[src/design/dhck_pkg.sv]
// dhck_pkg: shared types and codes for the hit calibration and kinematics core
// no dependencies

package dhck_pkg;

    typedef enum logic [1:0] {
        OP_GAIN_LOAD  = 2'd0,
        OP_ANGLE_LOAD = 2'd1,
        OP_RING_HIT   = 2'd2,
        OP_SECTOR_HIT = 2'd3
    } t_op;

    localparam logic [7:0] CFG_BEAM_ENERGY = 8'd0;
    localparam logic [7:0] CFG_GROUND_Q    = 8'd1;
    localparam logic [7:0] CFG_COEF_EJECT  = 8'd2;
    localparam logic [7:0] CFG_COEF_BEAM   = 8'd3;
    localparam logic [7:0] CFG_COEF_CROSS  = 8'd4;

    localparam int QUEUE_DEPTH = 4;
    localparam int SQRT_STEPS  = 28;

    typedef struct packed {
        logic [19:0]        beam;
        logic signed [17:0] q;
        logic signed [18:0] ce;
        logic signed [18:0] cb;
        logic signed [18:0] cc;
    } t_cfg;

    // one hit with its table data, as it crosses the queue
    typedef struct packed {
        logic [2:0]         det;
        logic [5:0]         ch;
        logic               sec;
        logic [15:0]        raw;
        logic signed [23:0] off;
        logic [23:0]        gain;
        logic [15:0]        deg;
        logic signed [17:0] cos;
    } t_hit;

    // sideband carried alongside the root pipeline
    typedef struct packed {
        logic [2:0]         det;
        logic [5:0]         ch;
        logic               sec;
        logic [15:0]        raw;
        logic signed [31:0] cal;
        logic               flag;
        logic [15:0]        deg;
        logic signed [20:0] k;
        logic signed [55:0] s0;
    } t_side;

endpackage

[src/design/dhck_queue.sv]
// dhck_queue: short fifo of looked-up hits between front and back
// depends on dhck_pkg

module dhck_queue
    import dhck_pkg::*;
(
    input  logic                             i_clk,
    input  logic                             i_rst_n,
    input  logic                             i_push,
    input  t_hit                             i_hit,
    input  logic                             i_pop,
    output logic                             o_empty,
    output t_hit                             o_hit,
    output logic [$clog2(QUEUE_DEPTH+1)-1:0] o_count
);

    localparam int PW = $clog2(QUEUE_DEPTH);
    localparam int CW = $clog2(QUEUE_DEPTH + 1);

    t_hit          r_buf [0:QUEUE_DEPTH-1];
    logic [PW-1:0] r_wp, r_rp;
    logic [CW-1:0] r_count;
    logic          do_pop;

    assign o_empty = (r_count == '0);
    assign do_pop  = i_pop && !o_empty;
    assign o_hit   = r_buf[r_rp];
    assign o_count = r_count;

    always_ff @(posedge i_clk) begin
        if (!i_rst_n) begin
            r_wp    <= '0;
            r_rp    <= '0;
            r_count <= '0;
        end else begin
            if (i_push) begin
                r_wp <= r_wp + PW'(1);
            end
            if (do_pop) begin
                r_rp <= r_rp + PW'(1);
            end
            r_count <= r_count + CW'(i_push) - CW'(do_pop);
        end
        if (i_push) begin
            r_buf[r_wp] <= i_hit;
        end
    end

`ifndef SYNTHESIS
    a_no_overflow: assert property (@(posedge i_clk) disable iff (!i_rst_n)
        i_push |-> (32'(r_count) < QUEUE_DEPTH) || do_pop)
        else $error("queue push while full");
    a_count_range: assert property (@(posedge i_clk) disable iff (!i_rst_n)
        32'(r_count) <= QUEUE_DEPTH)
        else $error("queue count out of range");
    a_count_step: assert property (@(posedge i_clk) disable iff (!i_rst_n)
        (i_push && !do_pop) |=> (r_count == $past(r_count) + CW'(1)))
        else $error("queue count did not follow push");
`endif

endmodule

[config.mk]
export PLATFORM = sky130hd
export DESIGN_NAME = dhck_queue
export DESIGN_NICKNAME = d
export VERILOG_FILES = /design/src/design/dhck_pkg.sv /design/src/design/dhck_queue.sv
export SDC_FILE = /design/constraint.sdc
export NUM_CORES = 1
export LEC_CHECK = 0
export ABC_AREA = 1
export BUFFER_PORTS_ARGS = -buffer_cell sky130_fd_sc_hd__buf_2
export CORE_UTILIZATION = 50
export DETAILED_ROUTE_END_ITERATION = 12
export PLACE_DENSITY = 0.7
export SLEW_MARGIN = 20
export SYNTH_ARGS = -nofsm -noshare
export SYNTH_HDL_FRONTEND = slang
export SYNTH_SLANG_ARGS = --single-unit
[constraint.sdc]
create_clock -name i_clk -period 8.91 [get_ports i_clk]
set_input_delay 0.891 -clock i_clk [delete_from_list [all_inputs] [get_ports i_clk]]
set_output_delay 0.891 -clock i_clk [all_outputs]
set_load 0.005 [all_outputs]
==> results.cfg <==
[logic_synthesis]
yosysSeqAreaShare_pct = 80.0
syn_area_mm2 = 0.0164
syn_inst = 1104
yosysTopAreaCellShare_pct = 78.9
yosys-top-cells-area = edfxtp_1 79%, o21ai_0 5.5%, nor2_1 5.1%, o22ai_1 4.1%, o21ai_1 1.1%
synth-async-reset-ratio_pct = 0
syn_area_per_cell_um2 = 14.9
syn_nets = 1223
yosysWarnings = 0
synth_most_common_cell = edfxtp_1
ys_types = 21
yosys.area.top_type = edfxtp_1
ys.flop_type = edfxtp_1
synth_edf_count = 432
ys_seq_elements = 441
ys_top_cells_by_count = 432 x edfxtp_1, 223 x nor2_1, 181 x o21ai_0, 108 x o22ai_1, 40 x clkbuf_1

[route]
first_iter_violations = 763
wl_per_cell_um = 18.9
detail-route-antenna-nets = 0
wl_met2_um = 15900
drt-vias-per-instance = 5.46
wl_um = 33900
wl_met1_um = 14600
drc = 0
wl_met3_um = 2800
num_vias = 9798
drt_first_pass_iters = 5
highest_layer = met5

[place]
dpl.hpwl_um = 17800
place_congestion = 0.731
dp.cells = 1708
pre_cts_ws_ps = 5120
numPortBuffers = 223

[hold_path]
hold_depth = 2
hold_class = flip-flop to flip-flop

[setup_path]
crit_fanout = 103
cp.arrival_ps = 3420
start_kind = flip-flop
ff2ff_path_depth = 5
worst_ep_required_time_ps = 8020
worstSetupPathType = flip-flop to output pin
critical_path.endpoint_type = output pin

[clock_tree]
cts.sinks = 441
postCtsSetupRepairBufs = 0
cts.reportedPaths.clkPinSlew_ps = 60
cts_buffers = 44
cts_tree = built
ctsRootBufferMaster = clkbuf_16
cts_resized = 0
clk_latency_ps = 530
clock_path_buffers = 3
hold_buffers = 0
cts.htree.levels = 2

[power]
leakage_nw = 6.70
p_per_area_mw_per_mm2 = 267
ir_drop_v = 0.000194

[grt]
grt_pass1_wl_um = 51500
grt_pass1_vias = 9524
antenna_found_initial = 8
grt_max_degree = 118
grt-ovfl-total = 0
track_usage_pct = 20.0

[timing]
fin_crit_ps = 4310
fin_ws_ps = 4600
final_hold_viol_count = 0
tightest_slew_ps = 1070
skew_ps = 14.9
rsz0062_at_grt = false
fin_hold_ws_ps = 500
slew_violations = 0
fin_crit_sh_pct = 48.4
setup_viol = 0
finalSetupTns_ps = 0
relSlewSlack_pct = 28.9
max_freq_mhz = 232

[floorplan]
die_h_um = 183
rows = 66
io_pins = 224
start_util_pct = 50.7
die_w_um = 183
core_area_mm2 = 0.0325
die_area_mm2 = 0.0336

[layout]
area_delta_synth_final_pct = 16.6
fin_util_pct = 59.0
multiInputGateArea_mm2 = 0.00278
drive_above_1_share_pct = 22.2
regArea_mm2 = 0.0132
finalNetCount = 1431
fillers = 2524
layout.cells.non_filler = 1793

[outcome]
status = completed

[flow_run]
max_cap_viol_count = 0
## layout make-up
type | count | share of cell area, %
clock inverters | 21 | 1.05
flip-flops and latches | 441 | 68.7
clock buffers | 57 | 6.16
repair buffers | 232 | 6.18
well taps | 442 | 2.89
inverters | 18 | 0.451
multi-input cells | 575 | 14.5
diodes | 7 | 0.0914
## critical path, cell delays in order, from the launching register on
cell and delay [ps]:
dfxtp_4 600, buf_4 690, buf_4 860, o21ai_0 280
o22ai_1 210, buf_2 140
## sequential cells by signal, indices dropped and copies added (netlist names), named ones only
| name | count |
|---|---|
| r_rp | 2 |
| o_count | 3 |
| r_buf | 432 |
| r_wp | 2 |
## per-stage QoR
step | cell area, µm² | total power [mW]
after floorplan | 16400 | 3.04
after global placement | 17800 | 3.37
after detailed placement | 17800 | 3.39
after CTS | 19100 | 5.16
after global routing | 19100 | 5.34
final | 19200 | 5.11
## cells by family (layout without fill, tap and decap cells)
| group | count (synthesis) | count (layout) | share of synthesized area (%) |
|---|---|---|---|
| adder cells (fa/ha/maj) | 7 | 7 | 0.578 |
| flip-flops | 441 | 441 | 80.0 |
| AND/OR/NAND/NOR | 237 | 237 | 5.43 |
| AO/OA/AOI/OAI | 331 | 331 | 10.9 |
| buffers and inverters | 88 | 328 | 3.10 |
| other | 0 | 7 | 0 |
## cell usage in the layout (no fill, tap or decap), drive strengths merged
| master | instances |
|---|---|
| diode | 7 |
| o21ai | 218 |
| nor2 | 223 |
| o22ai | 108 |
| nand2 | 12 |
| buf | 232 |
| ha | 6 |
| fa | 1 |
| edfxtp | 432 |
| inv | 17 |
| a21oi | 5 |
| dfxtp | 9 |
| nand3 | 2 |
| clkinvlp | 1 |
| bufinv | 4 |
| clkbuf | 57 |
| clkinv | 17 |
## report_power, final
| part | leakage, nW | total, mW | internal (mW) | switching [mW] |
|---|---|---|---|---|
| sequential | 4.04 | 2.43 | 2.38 | 0.0472 |
| clock | 0.675 | 1.77 | 1.05 | 0.725 |
| combinational | 1.98 | 0.912 | 0.324 | 0.588 |
| total | 6.70 | 5.11 | 3.75 | 1.36 |
## per-layer routing
metal  global-route usage (%)  vias to the layer above
li1                         -                     4586
met1                     26.2                     4859
met2                     32.3                      296
met3                     6.16                       49
met4                     5.57                        8
met5                    0.889                        -
## path summary, 6_finish.rpt
check	startpoint	endpoint	slack, ps
setup / recovery	flip-flop	o_hit[67]	4600
hold / removal	r_rp[0]$_SDFFE_PN0P_	flip-flop	500
setup reg to reg	r_wp[0]$_SDFFE_PN0P_	r_buf[0][13]$_DFFE_PP_	6380
hold reg to reg	r_rp[0]$_SDFFE_PN0P_	flip-flop	500
Power figures use the tool's default switching activity.
